`config.mk`:
```
export PLATFORM = sky130hd
export DESIGN_NAME = nmea_rmc_time_extractor_top
export DESIGN_NICKNAME = d
export VERILOG_FILES = /design/src/rtl/nrte_pkg.sv /design/src/rtl/nrte_front.sv /design/src/rtl/nrte_rec_fifo.sv /design/src/rtl/nrte_back.sv /design/src/rtl/nmea_rmc_time_extractor_top.sv
export VERILOG_INCLUDE_DIRS = /design/src /design/src/rtl
export SDC_FILE = /design/constraint.sdc
export NUM_CORES = 1
export LEC_CHECK = 0
export BUFFER_PORTS_ARGS = -buffer_cell sky130_fd_sc_hd__buf_4
export CAP_MARGIN = 10
export CORE_ASPECT_RATIO = 1.1
export CORE_UTILIZATION = 44
export DETAILED_ROUTE_END_ITERATION = 7
export GPL_TIMING_DRIVEN = 1
export HOLD_SLACK_MARGIN = 0.12
export SYNTH_ARGS = -nofsm -noshare
export SYNTH_HDL_FRONTEND = slang
export SYNTH_SLANG_ARGS = --single-unit
export TNS_END_PERCENT = 10
```
`constraint.sdc`:
```
create_clock -name clk -period 9.6 [get_ports clk]
set_input_delay 0.48 -clock clk [delete_from_list [all_inputs] [get_ports clk]]
set_output_delay 0.48 -clock clk [all_outputs]
set_load 0.01 [all_outputs]
```
`src/rtl/nmea_rmc_time_extractor_top_defines.svh`:
```
// assertion macros for the rmc time extractor
// assumes the asserting module has clk and rst_n in scope
`ifndef NMEA_RMC_TIME_EXTRACTOR_TOP_DEFINES_SVH
`define NMEA_RMC_TIME_EXTRACTOR_TOP_DEFINES_SVH

// property checked on every clock outside reset
`define NRTE_ASSERT(lbl, prop, msg) \
  lbl: assert property (@(posedge clk) disable iff (!rst_n) (prop)) else $error(msg);

// implication checked on every clock outside reset
`define NRTE_ASSERT_IMP(lbl, ante, cons, msg) \
  lbl: assert property (@(posedge clk) disable iff (!rst_n) (ante) |-> (cons)) else $error(msg);

// next-cycle implication checked outside reset
`define NRTE_ASSERT_NXT(lbl, ante, cons, msg) \
  lbl: assert property (@(posedge clk) disable iff (!rst_n) (ante) |=> (cons)) else $error(msg);

`endif

```
`src/rtl/nrte_pkg.sv`:
```
// shared types and constants for the rmc time extractor
// no dependencies
`default_nettype none

package nrte_pkg;

  // default packet geometry
  localparam int PACKET_SIZE_DEF  = 512;
  localparam int START_OFFSET_DEF = 206;

  // byte position counter
  localparam int          POS_W   = 10;
  localparam logic [9:0]  POS_MAX = 10'd1023;

  // capture slot pointer codes
  localparam logic [2:0] OFF_DONE = 3'd6;
  localparam logic [2:0] OFF_IDLE = 3'd7;

  // character codes
  localparam logic [7:0] CH_STAR  = 8'h2A;
  localparam logic [7:0] CH_COMMA = 8'h2C;
  localparam logic [7:0] CH_V     = 8'h56;

  // comma numbers of interest
  localparam logic [3:0] COMMA_TIME  = 4'd1;
  localparam logic [3:0] COMMA_VALID = 4'd2;
  localparam logic [3:0] COMMA_DATE  = 4'd9;

  // depth of the packet record queue
  localparam int REC_DEPTH = 2;

  typedef enum logic [1:0] {
    PH_SCANNING = 2'd0,
    PH_FOUND    = 2'd1,
    PH_STOPPED  = 2'd2
  } phase_t;

  typedef enum logic [1:0] {
    ST_OK       = 2'd0,
    ST_FIX_BAD  = 2'd1,
    ST_NO_DATE  = 2'd2,
    ST_RANGE    = 2'd3
  } status_t;

  // one finished packet as handed from front to back
  typedef struct packed {
    logic             fix_bad;
    logic             found;
    logic [5:0][7:0]  tch;
    logic [5:0][7:0]  dch;
  } rec_t;

endpackage

`default_nettype wire

```
`src/rtl/nrte_front.sv`:
```
// byte scanner: counts commas, captures time and date characters
// depends on nrte_pkg
`default_nettype none

module nrte_front #(
  parameter int PACKET_SIZE  = nrte_pkg::PACKET_SIZE_DEF,
  parameter int START_OFFSET = nrte_pkg::START_OFFSET_DEF
) (
  input  wire logic          clk,
  input  wire logic          rst_n,
  input  wire logic          beat,
  input  wire logic [7:0]    data_byte,
  input  wire logic          last_byte,
  output logic               rec_push,
  output nrte_pkg::rec_t     rec
);
  import nrte_pkg::*;

  localparam logic [POS_W-1:0] START_POS = POS_W'(START_OFFSET + 1);
  localparam logic [POS_W-1:0] LIMIT_POS = POS_W'(PACKET_SIZE - 6);

  phase_t             phase_r, phase_nxt;
  logic [POS_W-1:0]   pos_r, pos_nxt;
  logic [3:0]         cc_r, cc_nxt;
  logic               fail_r, fail_nxt;
  logic               vpend_r, vpend_nxt;
  logic [2:0]         toff_r, toff_nxt;
  logic [2:0]         doff_r, doff_nxt;
  logic [5:0][7:0]    tch_r, tch_nxt;
  logic [5:0][7:0]    dch_r, dch_nxt;

  // state registers, cleared by reset and after each last byte
  always_ff @(posedge clk) begin
    if (!rst_n) begin
      phase_r <= PH_SCANNING;
      pos_r   <= '0;
      cc_r    <= '0;
      fail_r  <= 1'b0;
      vpend_r <= 1'b0;
      toff_r  <= OFF_IDLE;
      doff_r  <= OFF_IDLE;
    end else if (beat) begin
      if (last_byte) begin
        phase_r <= PH_SCANNING;
        pos_r   <= '0;
        cc_r    <= '0;
        fail_r  <= 1'b0;
        vpend_r <= 1'b0;
        toff_r  <= OFF_IDLE;
        doff_r  <= OFF_IDLE;
      end else begin
        phase_r <= phase_nxt;
        pos_r   <= pos_nxt;
        cc_r    <= cc_nxt;
        fail_r  <= fail_nxt;
        vpend_r <= vpend_nxt;
        toff_r  <= toff_nxt;
        doff_r  <= doff_nxt;
      end
    end
  end

  // captured characters
  always_ff @(posedge clk) begin
    if (beat) begin
      tch_r <= tch_nxt;
      dch_r <= dch_nxt;
    end
  end

  // per-byte next state
  always_comb begin
    phase_nxt = phase_r;
    cc_nxt    = cc_r;
    fail_nxt  = fail_r;
    vpend_nxt = vpend_r;
    toff_nxt  = toff_r;
    doff_nxt  = doff_r;
    tch_nxt   = tch_r;
    dch_nxt   = dch_r;
    pos_nxt   = (pos_r != POS_MAX) ? pos_r + 1'b1 : pos_r;

    // fix validity byte right after the second comma
    if (vpend_r) begin
      if (data_byte == CH_V) begin
        fail_nxt = 1'b1;
      end
      vpend_nxt = 1'b0;
    end

    // time and date capture slots
    if (toff_r < OFF_DONE) begin
      tch_nxt[toff_r] = data_byte;
      toff_nxt        = toff_r + 1'b1;
    end
    if (doff_r < OFF_DONE) begin
      dch_nxt[doff_r] = data_byte;
      doff_nxt        = doff_r + 1'b1;
    end

    // comma scan
    unique case (phase_r)
      PH_SCANNING: begin
        if (pos_r >= START_POS) begin
          if (pos_r >= LIMIT_POS) begin
            phase_nxt = PH_STOPPED;
          end else if (data_byte == CH_STAR) begin
            phase_nxt = PH_STOPPED;
          end else if (data_byte == CH_COMMA) begin
            cc_nxt = cc_r + 1'b1;
            if (cc_nxt == COMMA_TIME) begin
              toff_nxt = '0;
            end else if (cc_nxt == COMMA_VALID) begin
              vpend_nxt = 1'b1;
            end else if (cc_nxt == COMMA_DATE) begin
              doff_nxt  = '0;
              phase_nxt = PH_FOUND;
            end
          end
        end
      end
      PH_FOUND, PH_STOPPED: begin
        phase_nxt = phase_r;
      end
      default: begin
        phase_nxt = phase_r;
      end
    endcase
  end

  // packet record on the last byte
  assign rec_push    = beat & last_byte;
  assign rec.fix_bad = fail_nxt;
  assign rec.found   = (phase_nxt == PH_FOUND) && (doff_nxt == OFF_DONE) &&
                       (toff_nxt == OFF_DONE);
  assign rec.tch     = tch_nxt;
  assign rec.dch     = dch_nxt;

endmodule

`default_nettype wire

```
`src/rtl/nrte_rec_fifo.sv`:
```
// two-entry queue of packet records between scanner and decoder
// depends on nrte_pkg and the assertion macro header
`default_nettype none

module nrte_rec_fifo (
  input  wire logic            clk,
  input  wire logic            rst_n,
  input  wire logic            push,
  input  wire nrte_pkg::rec_t  wr_rec,
  output logic                 full,
  input  wire logic            pop,
  output logic                 empty,
  output nrte_pkg::rec_t       rd_rec
);
  import nrte_pkg::*;
`include "nmea_rmc_time_extractor_top_defines.svh"

  localparam int PTR_W = $clog2(REC_DEPTH);
  localparam int CNT_W = $clog2(REC_DEPTH + 1);

  rec_t              mem_r [REC_DEPTH];
  logic [PTR_W-1:0]  wp_r, rp_r;
  logic [CNT_W-1:0]  cnt_r;
  logic              do_push, do_pop;

  assign full    = (cnt_r == CNT_W'(REC_DEPTH));
  assign empty   = (cnt_r == '0);
  assign do_push = push & ~full;
  assign do_pop  = pop & ~empty;
  assign rd_rec  = mem_r[rp_r];

  // pointers and fill count
  always_ff @(posedge clk) begin
    if (!rst_n) begin
      wp_r  <= '0;
      rp_r  <= '0;
      cnt_r <= '0;
    end else begin
      if (do_push) begin
        wp_r <= (wp_r == PTR_W'(REC_DEPTH - 1)) ? '0 : wp_r + 1'b1;
      end
      if (do_pop) begin
        rp_r <= (rp_r == PTR_W'(REC_DEPTH - 1)) ? '0 : rp_r + 1'b1;
      end
      if (do_push && !do_pop) begin
        cnt_r <= cnt_r + 1'b1;
      end else if (do_pop && !do_push) begin
        cnt_r <= cnt_r - 1'b1;
      end
    end
  end

  // record storage
  always_ff @(posedge clk) begin
    if (do_push) begin
      mem_r[wp_r] <= wr_rec;
    end
  end

  // count stays within depth
  `NRTE_ASSERT(a_cnt_bound, cnt_r <= CNT_W'(REC_DEPTH), "record queue over depth")
  // empty queue has aligned pointers
  `NRTE_ASSERT_IMP(a_empty_ptr, cnt_r == '0, wp_r == rp_r, "pointer mismatch when empty")
  // a lone push raises the count by one
  `NRTE_ASSERT_NXT(a_push_cnt, do_push && !do_pop, cnt_r == $past(cnt_r) + 1'b1,
    "push did not raise count")

endmodule

`default_nettype wire

```
`src/rtl/nrte_back.sv`:
```
// decoder: turns a packet record into status and date/time values
// depends on nrte_pkg
`default_nettype none

module nrte_back (
  input  wire logic            clk,
  input  wire logic            rst_n,
  input  wire logic            rec_avail,
  input  wire nrte_pkg::rec_t  rec,
  output logic                 rec_pop,
  input  wire logic            res_pop,
  output logic                 res_empty,
  output logic [1:0]           status,
  output logic [6:0]           year,
  output logic [3:0]           month,
  output logic [4:0]           day,
  output logic [4:0]           hour,
  output logic [5:0]           minute,
  output logic [5:0]           second
);
  import nrte_pkg::*;

  // (hi-48)*10 + (lo-48), range -528..2277
  function automatic logic signed [12:0] two_dig(input logic [7:0] hi, input logic [7:0] lo);
    logic signed [12:0] h;
    logic signed [12:0] l;
    h = $signed({5'b0, hi}) - 13'sd48;
    l = $signed({5'b0, lo}) - 13'sd48;
    return (h <<< 3) + (h <<< 1) + l;
  endfunction

  logic               val_r;
  status_t            st_r, st_nxt;
  logic [6:0]         yr_r;
  logic [3:0]         mo_r;
  logic [4:0]         dy_r, hr_r;
  logic [5:0]         mi_r, se_r;
  logic signed [12:0] yr, mo, dy, hr, mi, se;
  logic               in_range;

  assign rec_pop = rec_avail & (~val_r | res_pop);

  // decode the head record
  always_comb begin
    yr = two_dig(rec.dch[4], rec.dch[5]);
    mo = two_dig(rec.dch[2], rec.dch[3]);
    dy = two_dig(rec.dch[0], rec.dch[1]);
    hr = two_dig(rec.tch[0], rec.tch[1]);
    mi = two_dig(rec.tch[2], rec.tch[3]);
    se = two_dig(rec.tch[4], rec.tch[5]);
    in_range = (yr >= 13'sd0) && (yr <= 13'sd99) &&
               (mo >= 13'sd1) && (mo <= 13'sd12) &&
               (dy >= 13'sd1) && (dy <= 13'sd31) &&
               (hr >= 13'sd0) && (hr <= 13'sd23) &&
               (mi >= 13'sd0) && (mi <= 13'sd59) &&
               (se >= 13'sd0) && (se <= 13'sd59);
    if (rec.fix_bad) begin
      st_nxt = ST_FIX_BAD;
    end else if (!rec.found) begin
      st_nxt = ST_NO_DATE;
    end else if (!in_range) begin
      st_nxt = ST_RANGE;
    end else begin
      st_nxt = ST_OK;
    end
  end

  // result valid flag
  always_ff @(posedge clk) begin
    if (!rst_n) begin
      val_r <= 1'b0;
    end else if (rec_pop) begin
      val_r <= 1'b1;
    end else if (res_pop) begin
      val_r <= 1'b0;
    end
  end

  // result payload
  always_ff @(posedge clk) begin
    if (rec_pop) begin
      st_r <= st_nxt;
      if (st_nxt == ST_OK) begin
        yr_r <= yr[6:0];
        mo_r <= mo[3:0];
        dy_r <= dy[4:0];
        hr_r <= hr[4:0];
        mi_r <= mi[5:0];
        se_r <= se[5:0];
      end else begin
        yr_r <= '0;
        mo_r <= '0;
        dy_r <= '0;
        hr_r <= '0;
        mi_r <= '0;
        se_r <= '0;
      end
    end
  end

  assign res_empty = ~val_r;
  assign status    = st_r;
  assign year      = yr_r;
  assign month     = mo_r;
  assign day       = dy_r;
  assign hour      = hr_r;
  assign minute    = mi_r;
  assign second    = se_r;

endmodule

`default_nettype wire

```
`src/rtl/nmea_rmc_time_extractor_top.sv`:
```
// top level of the rmc time extractor: scanner, record queue, decoder
// depends on nrte_pkg, nrte_front, nrte_rec_fifo, nrte_back
`default_nettype none

// Takes one positioning packet a byte per beat and, on the beat marked
// last, yields one result with status and the decoded date and time. Bytes
// are taken one per cycle unless full is high; the scanner does all per-byte
// work in that cycle and hands a finished packet record to a two-entry queue.
// The decoder turns the head record into a registered result once the result
// register is free or being popped; the result then shows on the out_ ports.
// full rises only when both queue entries and the result register are
// occupied, i.e. after the result side has stalled for several packets.

module nmea_rmc_time_extractor_top #(
  parameter int PACKET_SIZE  = nrte_pkg::PACKET_SIZE_DEF,
  parameter int START_OFFSET = nrte_pkg::START_OFFSET_DEF
) (
  input  wire logic        clk,
  input  wire logic        rst_n,
  input  wire logic [7:0]  in_data_byte,
  input  wire logic        in_last_byte,
  input  wire logic        push,
  output logic             full,
  output logic [1:0]       out_status,
  output logic [6:0]       out_year,
  output logic [3:0]       out_month,
  output logic [4:0]       out_day,
  output logic [4:0]       out_hour,
  output logic [5:0]       out_minute,
  output logic [5:0]       out_second,
  output logic             empty,
  input  wire logic        pop
);
  import nrte_pkg::*;

  logic  beat;
  logic  rec_push;
  rec_t  rec_wr;
  rec_t  rec_rd;
  logic  q_full;
  logic  q_empty;
  logic  q_pop;

  assign full = q_full;
  assign beat = push & ~q_full;

  // byte scanner
  nrte_front #(
    .PACKET_SIZE  (PACKET_SIZE),
    .START_OFFSET (START_OFFSET)
  ) u_front (
    .clk       (clk),
    .rst_n     (rst_n),
    .beat      (beat),
    .data_byte (in_data_byte),
    .last_byte (in_last_byte),
    .rec_push  (rec_push),
    .rec       (rec_wr)
  );

  // record queue
  nrte_rec_fifo u_fifo (
    .clk    (clk),
    .rst_n  (rst_n),
    .push   (rec_push),
    .wr_rec (rec_wr),
    .full   (q_full),
    .pop    (q_pop),
    .empty  (q_empty),
    .rd_rec (rec_rd)
  );

  // decoder and result register
  nrte_back u_back (
    .clk       (clk),
    .rst_n     (rst_n),
    .rec_avail (~q_empty),
    .rec       (rec_rd),
    .rec_pop   (q_pop),
    .res_pop   (pop),
    .res_empty (empty),
    .status    (out_status),
    .year      (out_year),
    .month     (out_month),
    .day       (out_day),
    .hour      (out_hour),
    .minute    (out_minute),
    .second    (out_second)
  );

endmodule

`default_nettype wire

```
# --- After elaboration in Yosys (flattened, before gate mapping) ---
# Memories as Yosys holds them, arrays and structs flattened. A register that Yosys moved wholly into a read port is not among the register bits.
# Cells that the tools add are included.
word_totals:
  n_memories: 1
  ramBits: 196
  register_bits: 160
  out_inout_bits: 37
mem_list:
  columns: ["memory", "words", "width", "rd", "rd_clocked_by_memory_dff", "wr", "line", "text"]
  rows:
  - ["u_fifo.mem_r", 2, 98, 1, 1, 1, "nrte_rec_fifo.sv:21", "rec_t mem_r [REC_DEPTH];"]
classes:
  eq_ne: 13
  mux: 67
  n_reduce_logical: 30
  add_sub_neg: 32
  bitwise_logic: 9
  magnitude_cmp: 20
op_table:
  columns: ["operator", "count"]
  rows:
  - ["adder 13 bit", 12]
  - ["subtractor 8 x 6 -> 9 bit, second input constant", 12]
  - ["bitwise mux 48 bit", 2]
  - ["two-way mux 48 bit", 2]
  - ["two-way mux 3 bit", 18]
  - [">= comparator 13 x 1 -> 1 bit, second input constant", 4]
  - ["demux 8 bit (select 3 bit)", 2]
  - ["two-way mux 2 bit", 14]
  - [">= comparator 13 x 2 -> 1 bit, second input constant", 2]
  - ["<= comparator 13 x 6 -> 1 bit, second input constant", 2]
  - ["<= comparator 13 x 7 -> 1 bit, second input constant", 2]
  - ["two-way mux 4 bit", 6]
  - ["two-way mux 10 bit", 2]
  - ["two-way mux 1 bit", 19]
  - ["logical AND 1 bit", 17]
  - ["equality test 8 x 6 -> 1 bit, second input constant", 2]
  - ["two-way mux 8 bit", 2]
  - ["<= comparator 13 x 5 -> 1 bit, second input constant", 1]
  - ["<= comparator 13 x 8 -> 1 bit, second input constant", 1]
  - ["nonzero test 2 bit", 6]
  - ["adder 10 x 1 -> 10 bit, second input constant", 1]
  - [">= comparator 10 x 8 -> 1 bit, second input constant", 1]
  - [">= comparator 10 x 9 -> 1 bit, second input constant", 1]
  - ["inequality test 10 bit, second input constant", 1]
  - ["23 further kinds", 39]

# --- Logic depth before layout (Yosys ltp) ---
depth:
  ltp_word: 19
  mapped_depth: 25
  ltp_nobuf: 19

# --- Hierarchy ---
# From an unflattened synthesis, not the netlist that was laid out.
unflattened:
  cells_unflattened: 1509
  hier_area_um2: 19728.9
modules_own_cells:
  columns: ["module", "cells_each", "area_each_um2", "n_inst"]
  rows:
  - ["nrte_rec_fifo", 330, 7378.3, 1]
  - ["nrte_back", 777, 6701.4, 1]
  - ["nrte_front", 400, 5631.7, 1]
  - ["nmea_rmc_time_extractor_top", 2, 17.5, 1]

# --- Worst setup path after synthesis ---
# Ideal clock, no wire load.
synth_timing:
  path_kind: "register to register"
  start: "reg u_fifo.cnt_r[0]"
  end: "mem u_fifo.mem_r[1][0] (netlist bit), enable pin"
  synth_period_minus_slack_ns: 6.617
  setup_time_ns: 0.468
  setup_slack_ns: 2.983
  required_time_ns: 9.132
  path_buffers: 1
  t_arrival_ns: 6.149
  stages_incl_launch_ff: 6
  cell_sequence: "dfxtp_1 -> nand2b_1 -> nand2_1 -> inv_1 -> clkbuf_1 -> and3_1"
synth_via:
  elab_chain_len: 7
synth_lines:
  columns: ["element", "line", "text"]
  rows:
  - ["start: declaration", "nrte_rec_fifo.sv:23", "logic [CNT_W-1:0] cnt_r;"]
  - ["start signal: assignment", "nrte_rec_fifo.sv:46", "cnt_r <= cnt_r + 1'b1;"]
  - ["start signal: assignment", "nrte_rec_fifo.sv:48", "cnt_r <= cnt_r - 1'b1;"]
  - ["equality test 2 bit", "nrte_rec_fifo.sv:26", "assign full = (cnt_r == CNT_W'(REC_DEPTH));"]
  - ["NOT 1 bit", "nmea_rmc_time_extractor_top.sv:45", "assign beat = push & ~q_full;"]
  - ["bitwise AND 1 bit", "nmea_rmc_time_extractor_top.sv:45", null]
  - ["net beat", "nmea_rmc_time_extractor_top.sv:36", "logic beat;"]
  - ["bitwise AND 1 bit", "nrte_front.sv:132", "assign rec_push = beat & last_byte;"]
  - ["bitwise AND 1 bit", "nrte_rec_fifo.sv:28", "assign do_push = push & ~full;"]
  - ["two-way mux 1 bit", "nrte_rec_fifo.sv:55", "if (do_push) begin"]
  - ["two-way mux 1 bit (not written as such)", "nrte_rec_fifo.sv:56", "mem_r[wp_r] <= wr_rec;"]
  - ["end: declaration", "nrte_rec_fifo.sv:21", null]
# The timed path passes the listed nets, and every way through them passes these cells.

==> results.yml <==
timing:
  slew_headroom_pct: 20.26
  rsz0062_at_grt: "no"
  fin_setup_tns_ns: 0
  skew_ns: 0.02363
  finalMaxSlewViolations: 0
  setup_ws_ns: 2.832
  whs_ns: 0.2513
  period_share_pct: 70.50
  hold_viol: 0
  setup_violations: 0
  worst_slew_pin_slew_ns: 1.194
  clock.fmax_mhz: 147.7
  min_period_ns: 6.768
layout:
  final_common_cell: "edfxtp_1"
  area_growth_pct: 11.41
  fill_cells: 3864
  drive_gt1_share_pct: 18.60
  final_nets: 1745
  diodes: 0
  layout_common_cells: "edfxtp_1 (327), inv_1 (148), mux2_2 (141)"
route:
  routed_wl_um: 45800
  via_per_inst: 5.543
  ant_nets: 0
  first_pass_iters: 6
  drt-initial-drc-count: 751
  vias: 12122
  drc_errors: 0
  wl_per_cell_um: 20.94
global_routing:
  grt_usage_pct: 20.68
  grt_overflow: 0
  antenna_found_initial: 3
  grt_pass1_wl_um: 71010
  grt_pass1_vias: 12305
  grt_max_degree: 71
synthesis:
  ys_types: 90
  yosys_warnings: 0
  seq_area_frac_synth_pct: 53.30
  async_reset_ff_share_pct: 0
  syn-cell-area_um2: 19550
  ys_seq_elements: 357
  ys.flop_type: "edfxtp_1"
  syn-num-nets: 1689
  syn_avg_cell_area_um2: 12.78
  synthCells: 1530
  synth-edff-count: 327
place:
  io_buffers: 49
  place_congestion: 0.9916
  place_hpwl_um: 31220
  dp_slack_ns: 2.882
setup_path:
  ff2ff_setup_slack_ns: 2.83
  endpoint: "u_back.year[4]"
  path_common_cell: "inv_1"
  cpLargestDelayFamily: "simple AND/OR/NAND/NOR gates"
  cp.arrival_ns: 7.19
  reg2regPathDepth: 20
  worstSetupPathType: "flip-flop to flip-flop"
  cp_cell_sequence: "buf_12, mux2i_1, nor2b_1, or3_1, a21oi_1, a21o_1, inv_1, fa_1, inv_1, ha_1, inv_1, o31a_1, nand3_1, o311ai_0, or4b_1, nor2_1, nand4_1, or4b_2, buf_4, and2b_2"
  required_ns: 10.02
  path_max_fanout: 70
  timing.critical_path.slowest_stage_cell: "or4b_2"
  cp-start-kind: "flip-flop"
  r2r_end: "u_back.year[4]"
  slowest_delay_ns: 0.96
  cp.depth: 20
  worst-path-buf-inv: 5
  crit_path_end_kind: "flip-flop"
run:
  maxCapViolations: 0
die:
  die_w_um: 203.0
  core-area_um2: 43640
  row_count: 80
  initial_core_util_pct: 44.79
  die-area_um2: 45280
  io_pins: 50
  die_height_um: 223.1
clock_tree:
  hold_buffers: 0
  clk_latency_ns: 0.56
  path_clk_slew_ns: 0.06
  cts_tree: "done"
  cts_resized: 0
  cts_inserted_buffers: 39
  cts.sinks: 357
  h-tree-depth: 2
  root_buffer: "clkbuf_16"
  cts_setup_buffers: 0
  cts.path.max_buffers: 3
status:
  status: "completed"
hold_path:
  holdCritStartpoint: "rst_n"
  hold_path_class: "input port to flip-flop"
cell usage after synthesis, types with 20 or more instances:
master    count  area (µm²)
inv_1       149       559.3
a21o_1       20       150.1
dfxtp_1      30       600.6
o21ai_0      41       205.2
mux2i_1      47       470.5
clkbuf_1     23       86.33
a21oi_1      59       295.3
mux2_2      141        1588
nor2b_1      28       175.2
edfxtp_1    327        9819
xor2_1       40       350.3
nand3_1      23       115.1
xnor2_1      28       245.2
nand2_1      26       97.59
fa_1         54        1081
ha_1         92        1151
nor2_1      115       431.7
nor3_1       29       145.1
per-layer routing:
layer	GRT usage, %	wire length [µm]
met5	0	0
met3	2.615	1574
met1	27.45	20800
met2	34.94	22230
met4	6.961	1190
through the flow:
step,instance area [µm²],cells,util [%]
2_1_floorplan,19550,1530,-
3_3_place_gp,20520,2119,47.02
3_5_place_dp,20520,2119,47.02
4_1_cts,21780,2187,49.91
5_1_grt,21780,2187,49.91
6_report,21780,2187,49.91
registers in the layout (all words and copies together) (netlist names), 6 cells and up, named ones only:
register       cells
u_back.minute      6
u_front.tch_r     48
u_front.pos_r     10
u_fifo.mem_r     196
u_back.second      6
u_back.year        7
u_front.dch_r     48
kinds of logic after synthesis:
group	after synthesis	share of synthesized area, %
AOI/OAI and AO/OA	217	7.546
xor gates and xnor gates	68	3.047
adders and majority gates	146	11.42
buffers and inverters	195	4.135
DFF	357	53.30
muxes	189	10.61
and+or+nand+nor	358	9.946
how the worst min path moves through the flow:
stage | endpoint | slack (ns) | depth (start not counted)
4_1_cts | u_back.val_r | 0.22 | 2
5_1_grt | u_back.val_r | 0.25 | 2
3_3_place_gp | u_front.phase_r[0] | 0.47 | 2
3_5_place_dp | u_front.phase_r[0] | 0.49 | 2
6_report | u_back.val_r | 0.25 | 2
2_1_floorplan | u_front.phase_r[0] | 0.45 | 2
final cells by class:
cell class / count / area (µm²) / area share, %
Clock buffer: 46 / 1002 / 4.602
Clock inverter: 22 / 256.5 / 1.178
Inverter: 150 / 565.5 / 2.597
Multi-Input combinational cell: 978 / 8351 / 38.34
Sequential cell: 357 / 10420 / 47.86
Tap cell: 574 / 718.2 / 3.298
Timing Repair Buffer: 60 / 462.9 / 2.126
Power is not shown: default switching activity piles up to over one toggle a cycle in this logic, so the estimate is an artifact.
